==> src/rtl/core/trdq_ram.sv <==
module trdq_ram #(
	parameter int WIDTH = 8,
	parameter int DEPTH = 16
) (
	input  logic                     clk,
	input  logic                     we,
	input  logic [$clog2(DEPTH)-1:0] waddr,
	input  logic [WIDTH-1:0]         wdata,
	input  logic [$clog2(DEPTH)-1:0] raddr,
	output logic [WIDTH-1:0]         rdata
);

	logic [WIDTH-1:0] mem_q [DEPTH];

	always_ff @(posedge clk) begin
		if (we) begin
			mem_q[waddr] <= wdata;
		end
		rdata <= mem_q[raddr];
	end

endmodule

==> config.mk <==
export PLATFORM = sky130hd
export DESIGN_NAME = trdq_ram
export DESIGN_NICKNAME = d
export VERILOG_FILES = /design/src/rtl/core/trdq_ram.sv
export SDC_FILE = /design/constraint.sdc
export NUM_CORES = 1
export LEC_CHECK = 0
export BUFFER_PORTS_ARGS = -buffer_cell sky130_fd_sc_hd__buf_4
export CORE_MARGIN = 10
export CORE_UTILIZATION = 47
export DETAILED_ROUTE_END_ITERATION = 16
export REMOVE_ABC_BUFFERS = 1
export SYNTH_ARGS = -nofsm -noshare
export SYNTH_HDL_FRONTEND = slang
export SYNTH_SLANG_ARGS = --single-unit
==> constraint.sdc <==
create_clock -name clk -period 1.8 [get_ports clk]
set_input_delay 0.09 -clock clk [delete_from_list [all_inputs] [get_ports clk]]
set_output_delay 0.09 -clock clk [all_outputs]
set_load 0.05 [all_outputs]
==> out/results.md <==
| Parameter | Value | Unit |
|:---|:---|:---|
| Maximum fanout along the worst path | 1 | - |
| Number of resized instances in the post-cts repair step | 0 | - |
| Layout cell share with drive strength beyond 1 | 31.5 | % |
| Postcts setup bufs | 0 | - |
| Min Clock Period, post-route | 1.37 | ns |
| Fillers | 782 | - |
| Wire length of the first global-routing pass | 15300 | um |
| Wire length reported by the detailed router | 9890 | um |
| Warnings from Yosys | 0 | - |
| Number of antenna violations at the first check in global routing | 0 | - |
| Worst slack after detailed placement | 0.194 | ns |
| Total congestion overflow after global routing | 0 | - |
| Critical Path RT | 2.16 | ns |
| Effective utilization at floorplan | 47.7 | % |
| Slew of the pin with the lowest slew margin | 0.410 | ns |
| Clock buffer depth | 2 | - |
| Leakage power | 2.13 | nW |
| Clk sink count | 136 | - |
| Top Family by Delay on Critical Path | multiplexers | - |
| Ports | 26 | - |
| Simple-gate portion of the synthesized area | 3.18 | % |
| Max-cap violations | 0 | - |
| Final number of max-transition violations | 0 | - |
| Total of buffers placed on input and output ports | 25 | - |
| Residual antenna-violating net count after detailed routing | 0 | - |
| Critical Path Max Stage Delay | 0.45 | ns |
| Most frequent cells in the layout | sky130_fd_sc_hd__edfxtp_1 (128), sky130_fd_sc_hd__buf_4 (47), sky130_fd_sc_hd__mux4_2 (18) | - |
| Routed length per instance | 22.1 | um |
| Standard cell area after detailed placement | 0.00563 | mm^2 |
| Number of H-tree levels | 4 | - |
| Die Area | 0.0155 | mm^2 |
| Critical path startpoint category | register | - |
| Share of synthesized area occupied by flip-flops and latches | 77.8 | % |
| Number of library cell types mapped by synthesis | 19 | - |
| Critical path buffers and inverters | 0 | - |
| Worst hold-check slack | 0.108 | ns |
| Post-Route Setup TNS | 0 | ns |
| Share of the synthesized area in the top cell type | 74.7 | % |
| CTS root buf | sky130_fd_sc_hd__clkbuf_8 | - |
| Vias | 2417 | - |
| Critical path arrival | 1.74 | ns |
| Combinational family with the most area after synthesis | multiplexers | - |
| Area fraction in compound gates after synthesis | 2.33 | % |
| Setup crit end kind | register | - |
| Clock insertion delay at the later pin of the skew report | 0.50 | ns |
| Standard cell core area | 0.0108 | mm^2 |
| Status | finished, final reports clean | - |
| Setup CP Type | register to register | - |
| Setup skew after layout | 0.00841 | ns |
| Count of state elements after synthesis | 136 | - |
| Area growth from synthesis to layout | 21.5 | % |
| Cell accounting for the most synthesized area | sky130_fd_sc_hd__edfxtp_1 | - |
| Most frequent standard cell in the layout excluding fill and tap cells | sky130_fd_sc_hd__edfxtp_1 | - |
| Final net count | 313 | - |
| Combined area of all synthesized cells | 0.00515 | mm^2 |
| Post-synthesis share of cell area spent on full adders, half adders and majority gates | 0 | % |
| XOR/XNOR Fraction of Synth Area | 0 | % |
| Detailed placement HPWL | 6430 | um |
| GRT Resource Usage Total | 13.1 | % |
| Number of vias per cell | 5.40 | - |
| Crit-path cells | mux4_2 -> a22oi_1 -> nand2_1 | - |
| Initial DRT Pass Iterations | 4 | - |
| Placer Congestion | 0.732 | - |
| Cell area power density | 1130 | mW/mm^2 |
| Synthesized instance count | 229 | - |
| Total chip power | 0.00709 | W |
| Inserted Clock Buffers | 17 | - |
| Die span in x | 125 | um |
| Antenna Cells | 0 | - |
| Clock input transition at the sequential cells of the worst setup and hold paths | 0.06 | ns |
| Master of the slowest instance on the critical path | sky130_fd_sc_hd__mux4_2 | - |
| Pin count of the biggest net entering global routing | 17 | - |
| Worst setup margin | 0.425 | ns |
| Max Fclk | 0.727 | GHz |
| Iteration-0 DRC Markers | 172 | - |
| Vertical die dimension | 125 | um |
| Final Hold Fails | 0 | - |
| Total of endpoints with negative setup slack in the final report | 0 | - |
| Post-route DRC violation count | 0 | - |
| Largest cells by area after synthesis | sky130_fd_sc_hd__edfxtp_1 (75%), sky130_fd_sc_hd__mux4_2 (7.9%), sky130_fd_sc_hd__mux4_1 (7.1%) | - |
| Setup repair after global routing missed its margin | false | - |
| Final period utilization | 76.4 | % |
| Proportion of synthesized area in mux cells | 15.0 | % |
| Final Cell Area | 0.00625 | mm^2 |
| Synth Area per Inst | 22.5 | um^2 |
| Floorplan row count | 38 | - |
| Via count of the first global-routing pass | 2602 | - |
| Max_slew headroom | 72.7 | % |
| CTS tree | done | - |
| Worst Hold Class | primary input to register | - |
| Worst vdd ir | 482 | uV |
## sequential cells by signal (all words and copies together), names as in the netlist
name   cells
mem_q    128
rdata      8
## through the flow
step	util [%]	cells
after floorplan	-	219
final	57.9	448
after global routing	57.9	448
after detailed placement	52.2	408
after global placement	52.2	408
after CTS	57.9	448
## cells by family after synthesis
| logic type | after synthesis |
|---|---|
| and+or+nand+nor | 35 |
| DFF | 136 |
| AOI/OAI and AO/OA | 16 |
| buffers and inverters | 10 |
| muxes | 32 |
## repair_timing
| item | in CTS | in global routing |
|---|---|---|
| hold endpoints to repair | 128 | 0 |
| endpoints found under the setup margin | 0 | 0 |
| hold buffers | 8 | 0 |
## synthesized netlist by cell type
| cell type | number |
|---|---|
| sky130_fd_sc_hd__nand3b_1 | 2 |
| sky130_fd_sc_hd__buf_2 | 3 |
| sky130_fd_sc_hd__mux4_2 | 18 |
| sky130_fd_sc_hd__nand2_1 | 9 |
| sky130_fd_sc_hd__dfxtp_1 | 8 |
| sky130_fd_sc_hd__a22oi_1 | 16 |
| sky130_fd_sc_hd__nor2b_1 | 1 |
| sky130_fd_sc_hd__edfxtp_1 | 128 |
| sky130_fd_sc_hd__nor2_1 | 13 |
| sky130_fd_sc_hd__nand3_1 | 1 |
| sky130_fd_sc_hd__buf_4 | 1 |
| sky130_fd_sc_hd__nand2b_1 | 2 |
| sky130_fd_sc_hd__and2b_1 | 1 |
| sky130_fd_sc_hd__nor3_1 | 4 |
| sky130_fd_sc_hd__and2_1 | 1 |
| sky130_fd_sc_hd__clkdlybuf4s25_2 | 3 |
| sky130_fd_sc_hd__mux4_1 | 14 |
| sky130_fd_sc_hd__or3b_2 | 1 |
| sky130_fd_sc_hd__buf_6 | 3 |
## cell type report
type	instances	area, um^2	share of cell area [%]
sequential	136	4000	64.0
multi-input combinational	83	1060	16.9
clock inverter	15	130	2.08
clock buffer	17	414	6.62
tap	140	175	2.80
timing repair buffer	57	473	7.56
## worst paths after layout
check	start	endpoint	slack [ns]	depth (start not counted)
worst max-delay path	mem_q[8][6]	rdata[6]	0.43	3
worst min-delay path	waddr[0]	mem_q[8][1]	0.11	3
worst max register to register	mem_q[8][6]	rdata[6]	0.43	3
worst min register to register	mem_q[11][5]	rdata[5]	0.68	3
## layer usage
metal,track usage (%),wire length (um),part of all wire (%),vias up
li1,-,-,-,1102
met1,16.1,4300,43,1252
met2,21.5,5090,51,56
met3,3.62,414,4.2,7
met4,5.21,93,0.94,0
met5,0,0,0,-
## worst reg2reg max path: cells and delay by family, from the launching register on
kind / cells / cell delay [ns]
compound gates: 1 / 0.27
flops: 1 / 0.37
mux: 1 / 0.45
simple gates: 1 / 0.14
## where the power goes
group	switching [W]	internal (W)
Clock	0.00127	0.00183
Sequential	0.0000210	0.00354
Combinational	0.000256	0.000184
Note: power is estimated with default switching activity, not from simulation.
