<file path="src/rtl/core/trdq_pkg.sv">
package trdq_pkg;

	// queue geometry
	localparam int QUEUE_DEPTH = 64;
	localparam int IDX_W       = $clog2(QUEUE_DEPTH);
	localparam int CNT_W       = $clog2(QUEUE_DEPTH + 1);

	// statistics format
	localparam int FRAC_BITS   = 4;
	localparam int ALPHA_SHIFT = 4;
	localparam int ACC_W       = 20;
	localparam logic [ACC_W-1:0] ACC_MAX = '1;
	localparam logic [31:0] TQ_LIMIT = 32'(ACC_MAX >> FRAC_BITS);

	localparam int TAG_W  = 16;
	localparam int TIME_W = 32;
	localparam int DLY_W  = 16;
	localparam int XFER_W = 16;
	localparam logic [31:0] XFER_MAX = 32'((1 << XFER_W) - 1);

	typedef enum logic [1:0] {
		STAT_NONE = 2'd0,
		STAT_REL  = 2'd1,
		STAT_ENQ  = 2'd2,
		STAT_DROP = 2'd3
	} status_t;

	typedef enum logic {
		OP_TICK = 1'b0,
		OP_ENQ  = 1'b1
	} opcode_t;

	typedef struct packed {
		logic [TAG_W-1:0]  tag;
		logic [TIME_W-1:0] arrival;
		logic [TIME_W-1:0] release_t;
	} entry_t;

	localparam int ENTRY_W = $bits(entry_t);

	// shared add/sub unit control and flags
	typedef struct packed {
		logic        sub;
		logic [31:0] a;
		logic [31:0] b;
	} alu_req_t;

	typedef struct packed {
		logic [31:0] y;
		logic        zero;
		logic        neg;
	} alu_rsp_t;

endpackage

</file>
<file path="src/rtl/core/trdq_alu.sv">
module trdq_alu
	import trdq_pkg::*;
(
	input  alu_req_t req,
	output alu_rsp_t rsp
);

	logic [31:0] y;

	// one 32-bit adder, b inverted with carry in for subtract
	assign y        = req.a + (req.sub ? ~req.b : req.b) + 32'(req.sub);
	assign rsp.y    = y;
	assign rsp.zero = (y == '0);
	assign rsp.neg  = y[31];

endmodule

</file>
<file path="config.mk">
export PLATFORM = sky130hd
export DESIGN_NAME = trdq_alu
export DESIGN_NICKNAME = d
export VERILOG_FILES = /design/src/rtl/core/trdq_pkg.sv /design/src/rtl/core/trdq_alu.sv
export SDC_FILE = /design/constraint.sdc
export NUM_CORES = 1
export LEC_CHECK = 0
export BUFFER_PORTS_ARGS = -buffer_cell sky130_fd_sc_hd__buf_2
export CAP_MARGIN = 20
export CORE_MARGIN = 10
export CORE_UTILIZATION = 56
export DETAILED_ROUTE_END_ITERATION = 16
export PLACE_DENSITY_LB_ADDON = 0.1
export SYNTH_ARGS = -nofsm -noshare
export SYNTH_HDL_FRONTEND = slang
export SYNTH_SLANG_ARGS = --single-unit
</file>
<file path="constraint.sdc">
create_clock -name vclk -period 4.9
set_input_delay 0 -clock vclk [all_inputs]
set_output_delay 0 -clock vclk [all_outputs]
set_load 0.01 [all_outputs]
</file>
==> impl_metrics.py, run 1 <==
metrics = {
    "grt": {
        "overflow": 0,
        "grt_max_degree": 28,
        "antenna_found_initial": 0,
        "grt.total_usage_pct": 17.8,
        "grt_pass1_wl_um": 11900,
        "grt_pass1_vias": 2728,
    },
    "critical_path": {
        "path_delay_family": "simple AND/OR/NAND/NOR gates",
        "crit_start": "req[64]",
        "cp.required_ns": 4.90,
        "cp_cell_sequence": "buf_2, xor2_1, inv_1, fa_1, nor2b_1, o21ai_1, a21oi_1, o31a_2, a2111o_1, o311ai_1, or4_1, or4_1, nor4_2, buf_2",
        "critPathKind": "primary input to output pin",
        "crit_path_top_delay_cell": "buf_2",
        "arrival_ns": 3.80,
        "crit_buf_inv": 3,
        "crit_fanout": 27,
        "worstSetupStartpointType": "primary input",
        "slowest_delay_ns": 0.58,
        "critPathCaptureType": "output pin",
    },
    "yosys": {
        "yosysSeqAreaShare_pct": 0,
        "yosysMostFrequentCell": "xor2_1",
        "syn-num-nets": 438,
        "yosysTopAreaCell": "ha_1",
        "synthTopCellsByCount": "xor2_1 (41), ha_1 (33), a21oi_1 (31)",
        "yosysWarningCount": 0,
        "synth_top_area_share_pct": 16.4,
        "ys_top_cells_by_area": "ha_1 (16%), xor2_1 (14%), a21oi_1 (6.2%), xnor2_1 (5.2%), a21o_1 (3.3%)",
        "synth_area_um2": 2520,
        "yosysUniqueCellTypes": 72,
        "syn_area_per_cell_um2": 7.43,
        "syn_inst": 339,
    },
    "detailed_routing": {
        "routed_wl_um": 7420,
        "route.detailed.drc": 0,
        "viasPerCell": 6.04,
        "first_iter_violations": 172,
        "dr.pass1.iters": 5,
        "ant_nets": 0,
        "num_vias": 2847,
        "wl_per_cell_um": 15.8,
    },
    "finish": {
        "fin_cells": 471,
        "fin_util_pct": 68.3,
        "fillers": 408,
        "seq_area_um2": 0,
        "drive_gt1_share_pct": 28.4,
        "clkbuf_count": 0,
        "design.seq.count": 0,
        "antenna_cells": 0,
        "final_net_count": 520,
        "area_delta_synth_final_pct": 18.0,
    },
    "placed_design": {
        "place_congestion": 0.968,
        "dpl.hpwl_um": 6310,
        "portBuffers": 99,
        "place_inst": 471,
    },
    "floorplanning": {
        "core_um2": 4350,
        "start_util_pct": 57.8,
        "dieHeight_um": 87.1,
        "io_pins": 99,
        "fp-row-count": 24,
        "die_w_um": 87.1,
        "die_area_um2": 7580,
    },
    "sta": {
        "hold-worst-slack_ns": 0.318,
        "timing.fmax_mhz": 263,
        "grt_setup_unrepaired": "false",
        "setup_viol": 0,
        "min_period_over_period_pct": 77.6,
        "hold_viol_final": 0,
        "tns_ns": 0,
        "finalMaxSlewViolations": 0,
        "tightest_slew_ns": 0.751,
        "relSlewSlack_pct": 49.9,
        "min_period_ns": 3.80,
    },
    "min_path": {
        "holdPathStages": 3,
        "hold_end": "rsp[2]",
        "hold_class": "primary input to output pin",
        "hold_start": "req[32]",
    },
    "power": {
        "irDropWorstVdd_mv": 0.112,
        "p_per_area_nw_per_um2": 223,
        "power.leakage_nw": 1.42,
    },
    "flow_run": {
        "cap_violations": 0,
    },
    "status": {
        "status": "finished clean",
    },
    "clock_tree": {
        "postCtsSetupRepairBufs": 0,
        "cts_hold_buf": 0,
        "ctsResizeCount": 0,
    },
}
## placed cells by master (no fill, tap or decap), types with 5 or more instances in the layout
cell type / instances
a21o_1: 11
a21oi_1: 31
buf_2: 99
ha_1: 33
inv_1: 8
nand2_1: 22
nand2b_1: 6
nand3_1: 5
nand4_1: 10
nor2_1: 13
nor3_1: 6
o211ai_1: 5
o21ai_0: 15
o21ai_1: 7
xnor2_1: 15
xor2_1: 41
## power breakdown
part	internal, mW	switching, mW
Clock	0	0
Sequential	0	0
Combinational	0.278	0.385
## metrics by stage
| stage | worst slack (ns) | total power, mW | instance area, µm² |
|---|---|---|---|
| 2_1_floorplan | 1.50 | 0.468 | 2520 |
| 3_3_place_gp | 1.10 | 0.652 | 2970 |
| 3_5_place_dp | 1.07 | 0.659 | 2970 |
| 4_1_cts | 1.06 | 0.661 | 2970 |
| 5_1_grt | 0.781 | 0.728 | 2970 |
| 6_report | 1.10 | 0.663 | 2970 |
## area by class of cell
cell class                      instances  area, µm²  area share, %
Inverter                                8       30.0           1.01
Tap cell                               52       65.1           2.19
Multi-Input combinational cell        311       2370           79.9
Timing Repair Buffer                  100        503           16.9
## kinds of logic (layout without fill, tap and decap cells)
logic type,after synthesis,in the layout,synth area share (%)
buffers and inverters,28,108,5.71
AND/OR/NAND/NOR,96,96,21.8
multiplexers,9,9,3.92
adder cells (fa/ha/maj),34,34,17.2
AO/OA/AOI/OAI,116,116,31.9
XOR/XNOR,56,56,19.5
## layer usage
layer	track usage [%]	vias to the layer above	part of all wire, %
li1	-	1444	-
met1	21.2	1297	42
met2	32.6	96	50
met3	2.72	10	6.8
met4	2.80	0	1.1
met5	0	-	0
## how the worst max path moves through the flow
stage,depth (start not counted),slack [ns],endpoint
2_1_floorplan,13,1.50,rsp[1]
3_3_place_gp,14,1.10,rsp[1]
3_5_place_dp,14,1.07,rsp[1]
4_1_cts,14,1.06,rsp[1]
5_1_grt,14,0.78,rsp[1]
6_report,14,1.10,rsp[1]
Note: power is estimated with default switching activity, not from simulation.
==> run 2: changes to the inputs <==
- ABC_AREA: unset -> 1
- CORE_UTILIZATION: 56 -> 49
- clock period: 4.9 -> 3.31 ns (I/O delays scaled with it)
==> run 2 against run 1 <==
Compared with the run above: critical endpoint unchanged; count of clock-buffer cells in the layout did not move; synthesized cell count increased by 71%; cell count is 59% higher; hold slack better by 0.038 ns.
==> impl_metrics.py, run 2 <==
metrics = {
    "finish": {
        "area_delta_synth_final_pct": 19.8,
        "mostFrequentLayoutCells": "nand2_1 (206), inv_1 (115), buf_2 (99)",
        "design.seq.count": 0,
        "seq_area_um2": 0,
        "layout.cells.most_common": "nand2_1",
        "drive_gt1_share_pct": 19.5,
        "clkbuf_count": 0,
        "final_net_count": 774,
        "antenna_cells": 0,
    },
    "clock_tree": {
        "ctsResizeCount": 0,
        "postCtsSetupRepairBufs": 0,
        "cts_hold_buf": 0,
    },
    "flow_run": {
        "cap_violations": 0,
    },
    "sta": {
        "hold_viol_final": 0,
        "relSlewSlack_pct": 73.8,
        "timing.fmax_mhz": 374,
        "fin_ws_ns": 0.635,
        "tightest_slew_ns": 0.389,
        "min_period_over_period_pct": 80.8,
        "setup_viol": 0,
        "tns_ns": 0,
        "finalMaxSlewViolations": 0,
        "min_period_ns": 2.67,
        "grt_setup_unrepaired": "false",
    },
    "grt": {
        "busiest_layer": "met2",
        "antenna_found_initial": 0,
        "grt_max_degree": 23,
        "gr-usage-met3_pct": 1.49,
        "overflow": 0,
        "grt_pass1_vias": 3517,
        "grt.total_usage_pct": 19.4,
        "met1_usage_pct": 27.1,
        "grt_pass1_wl_um": 16400,
        "gr-usage-met2_pct": 33.0,
    },
    "floorplanning": {
        "dieHeight_um": 97.4,
        "start_util_pct": 50.1,
        "core_um2": 5850,
        "fp-row-count": 28,
        "io_pins": 99,
        "die_w_um": 97.4,
        "die_area_um2": 9480,
    },
    "placed_design": {
        "place_congestion": 0.948,
        "dpl.hpwl_um": 8960,
        "dpl_worst_slack_ns": 0.670,
        "portBuffers": 99,
    },
    "power": {
        "power.leakage_nw": 2.24,
        "irDropWorstVdd_mv": 0.158,
        "p_per_area_nw_per_um2": 284,
    },
    "detailed_routing": {
        "wl_per_cell_um": 13.2,
        "viasPerCell": 4.99,
        "dr.pass1.iters": 5,
        "first_iter_violations": 240,
        "routed_wl_um": 9880,
        "num_vias": 3733,
        "ant_nets": 0,
        "route.detailed.drc": 0,
    },
    "yosys": {
        "synth_top_family_by_area": "simple AND/OR/NAND/NOR gates",
        "ys_top_cells_by_area": "nand2_1 (26%), inv_1 (15%), ha_1 (14%), xor2_1 (9.6%), nor2_1 (6.7%)",
        "synth_simple_gate_area_share_pct": 50.5,
        "yosysSeqAreaShare_pct": 0,
        "syn_inst": 578,
        "synth-compound-area-share_pct": 8.36,
        "synthTopCellsByCount": "nand2_1 (206), inv_1 (115), nor2_1 (52)",
        "syn_area_per_cell_um2": 5.08,
        "synth-xor-area-share_pct": 10.4,
        "yosysUniqueCellTypes": 26,
        "synthMuxAreaShare_pct": 0,
        "synth_top_area_share_pct": 26.4,
        "yosysMostFrequentCell": "nand2_1",
        "synth_area_um2": 2930,
        "syn-num-nets": 677,
        "synthAdderAreaFrac_pct": 14.8,
        "yosysWarningCount": 0,
        "yosysTopAreaCell": "nand2_1",
    },
    "critical_path": {
        "critPathKind": "primary input to output pin",
        "worstSetupStartpointType": "primary input",
        "crit_fanout": 22,
        "critPathCaptureType": "output pin",
        "cp.required_ns": 3.31,
        "path_delay_family": "simple AND/OR/NAND/NOR gates",
        "path_common_cell": "nand2_1",
        "arrival_ns": 2.67,
        "crit_path_top_delay_cell": "ha_1",
        "crit_buf_inv": 5,
        "crit_start": "req[64]",
        "slowest_delay_ns": 0.34,
        "cp_cell_sequence": "buf_2, buf_12, xor2_1, ha_1, nand2_1, inv_2, a21oi_1, inv_1, nor2_1, nand2_1, nand2_1, nand3_1, nand2_1, nand2_1, nor2_1, nand2_1, nor2_1, buf_2",
    },
    "status": {
        "status": "finished clean",
    },
    "min_path": {
        "hold_start": "req[0]",
        "hold_class": "primary input to output pin",
    },
}
==> run 2: per-stage QoR <==
stage | power [mW] | hold slack [ns] | instances | utilization, % | area, µm²
final | 0.998 | 0.356 | 748 | 60.1 | 3520
after global routing | 1.13 | 0.396 | 748 | 60.1 | 3520
after CTS | 0.997 | 0.360 | 748 | 60.1 | 3520
after detailed placement | 0.992 | 0.356 | 748 | 60.1 | 3520
after global placement | 0.985 | 0.347 | 748 | 60.1 | 3520
after floorplan | 0.675 | 0.137 | 578 | - | 2930
==> run 2: cell families (layout without fill, tap and decap cells) <==
logic type / after synthesis / after routing
buffers and inverters: 122 / 217
xor gates and xnor gates: 35 / 35
adders and majority gates: 34 / 34
AOI/OAI and AO/OA: 45 / 45
and+or+nand+nor: 342 / 342
==> run 2: path summary, 6_finish.rpt <==
path | to | cells after the start
hold / removal | rsp[2] | 4
setup / recovery | rsp[1] | 18
==> run 2: final cells by class <==
| type | count | area (µm²) |
|---|---|---|
| multi-input cells | 456 | 2470 |
| inverters | 117 | 439 |
| well taps | 75 | 93.8 |
| repair buffers | 100 | 515 |
| fillers | 644 | 2330 |
==> run 2: power by group <==
| group | switching, mW | leakage [nW] | internal [mW] |
|---|---|---|---|
| logic | 0.640 | 2.24 | 0.358 |
| registers | 0 | 0 | 0 |
| clock network | 0 | 0 | 0 |
==> run 2: routing by layer <==
layer / wire (µm) / up-vias
li1: - / 1969
met4: 47 / 0
met1: 4860 / 1651
met5: 0 / -
met3: 526 / 2
met2: 4440 / 111
==> run 3: changes to the inputs <==
- clock period: 3.31 -> 2.2 ns (I/O delays scaled with it)
==> run 3 against run 2 <==
Compared with the run above: critical path type unchanged; global-route usage is 5.1 points higher; count of clock-buffer cells in the layout stayed put; non-clock buffer count is 118 higher; combinational power grew to 2.6 times the previous value; total power grew to 2.6 times the previous value; die area stayed put; cell count is 16% higher; routed wire length is 71% higher; critical path depth stayed put; the flow now finishes with violations (setup timing); via count is 37% higher.
==> impl_metrics.py, run 3 (synthesized netlist as in run 2, its figures left out) <==
metrics = {
    "detailed_routing": {
        "wl_per_cell_um": 19.5,
        "viasPerCell": 5.90,
        "route.detailed.drc": 0,
        "dr.pass1.iters": 5,
        "first_iter_violations": 477,
        "ant_nets": 0,
        "num_vias": 5109,
        "routed_wl_um": 16900,
    },
    "finish": {
        "drive_gt1_share_pct": 49.4,
        "clkbuf_count": 0,
        "design.seq.count": 0,
        "antenna_cells": 0,
        "area_delta_synth_final_pct": 78.8,
        "seq_area_um2": 0,
        "multi_input_area_um2": 3200,
        "mostFrequentLayoutCells": "nand2_1 (155), buf_4 (107), inv_1 (105)",
        "final_net_count": 892,
        "layout.cells.most_common": "nand2_1",
        "fillers": 271,
    },
    "grt": {
        "grt_pass1_vias": 4365,
        "overflow": 0,
        "grt_pass1_wl_um": 20300,
        "grt.total_usage_pct": 24.5,
        "antenna_found_initial": 0,
        "grt_max_degree": 9,
    },
    "critical_path": {
        "cp.required_ns": 2.20,
        "crit_path_top_delay_cell": "ha_1",
        "critPathCaptureType": "output pin",
        "crit_fanout": 8,
        "slowest_delay_ns": 0.34,
        "worstSetupStartpointType": "primary input",
        "crit_start": "req[64]",
        "arrival_ns": 2.49,
        "cp_cell_sequence": "buf_12, buf_16, buf_12, buf_4, xor2_1, ha_1, nand2_2, inv_2, a21oi_1, nand2_1, a21oi_2, nand3_1, nand2_2, nand2_2, nor2_4, nand2_1, nor2_1, buf_2",
        "critPathKind": "primary input to output pin",
        "path_common_cell": "nand2_2",
    },
    "flow_run": {
        "cap_violations": 0,
    },
    "sta": {
        "grt_setup_unrepaired": "true",
        "timing.fmax_mhz": 402,
        "hold-worst-slack_ns": 0.397,
        "hold_viol_final": 0,
        "min_period_ns": 2.49,
        "fin_ws_ns": -0.286,
        "min_period_over_period_pct": 113,
        "finalMaxSlewViolations": 0,
        "relSlewSlack_pct": 75.2,
        "tightest_slew_ns": 0.371,
        "setup_viol": 8,
    },
    "floorplanning": {
        "die_w_um": 97.4,
        "fp-row-count": 28,
        "die_area_um2": 9480,
        "start_util_pct": 50.1,
        "core_um2": 5850,
        "dieHeight_um": 97.4,
        "io_pins": 99,
    },
    "status": {
        "violations": "setup timing",
        "status": "complete, but fails checks",
    },
    "clock_tree": {
        "cts_hold_buf": 0,
    },
    "min_path": {
        "hold_start": "req[32]",
        "hold_class": "primary input to output pin",
    },
    "power": {
        "power.leakage_nw": 2.98,
        "total_power_mw": 2.63,
        "p_per_area_nw_per_um2": 502,
        "irDropWorstVdd_mv": 0.362,
    },
    "placed_design": {
        "dpl.hpwl_um": 9870,
        "place_congestion": 0.943,
        "portBuffers": 99,
    },
}
run 3: area by class of cell:
cell class	count	share of cell area, %
well taps	75	1.79
inverters	117	8.37
repair buffers	218	28.9
multi-input cells	456	60.9
run 3: path summary, 6_finish.rpt:
check,end,cells after the start,slack [ns]
min,rsp[2],4,0.40
max,rsp[1],18,-0.29
run 3: metrics by stage:
stage	utilization [%]	cell area, µm²	setup slack, ns	instances	setup TNS [ns]
after floorplan	-	2930	0.159	578	0
after global placement	71.2	4170	-0.382	833	-0.509
after detailed placement	71.2	4170	-0.303	833	-0.354
after CTS	79.4	4650	-0.0234	851	-0.0234
after global routing	89.7	5250	-0.376	866	-1.79
final	89.7	5250	-0.286	866	-1.10
run 3: power by group:
group | switching, mW | total (mW) | internal [mW]
logic | 1.48 | 2.63 | 1.15
registers | 0 | 0 | 0
clock network | 0 | 0 | 0
total | 1.48 | 2.63 | 1.15
run 3: routing by layer:
metal	vias to the layer above	global-route usage [%]	share of wire [%]	routed length (µm)
li1	2206	-	-	-
met1	2271	30.7	35	5900
met3	153	2.49	11	1870
met4	0	7.05	8.4	1410
met5	-	0	0	0
met2	479	42.8	46	7730
run 3: timing repair:
action | in CTS | in global routing
setup endpoints to repair | 3 | 9
buffers inserted | 16 | 15
gates cloned | 2 | 0
pin swaps | 60 | 82
gates resized for setup | 84 | 119
endpoints found under the hold margin | 0 | 0
run 3: critical path, delay by kind of cell:
family | cells | cell delay (ns)
buffers and inverters | 6 | 0.76
AND/OR/NAND/NOR | 8 | 0.84
XOR/XNOR | 1 | 0.22
AO/OA/AOI/OAI | 2 | 0.33
adder cells (fa/ha/maj) | 1 | 0.34
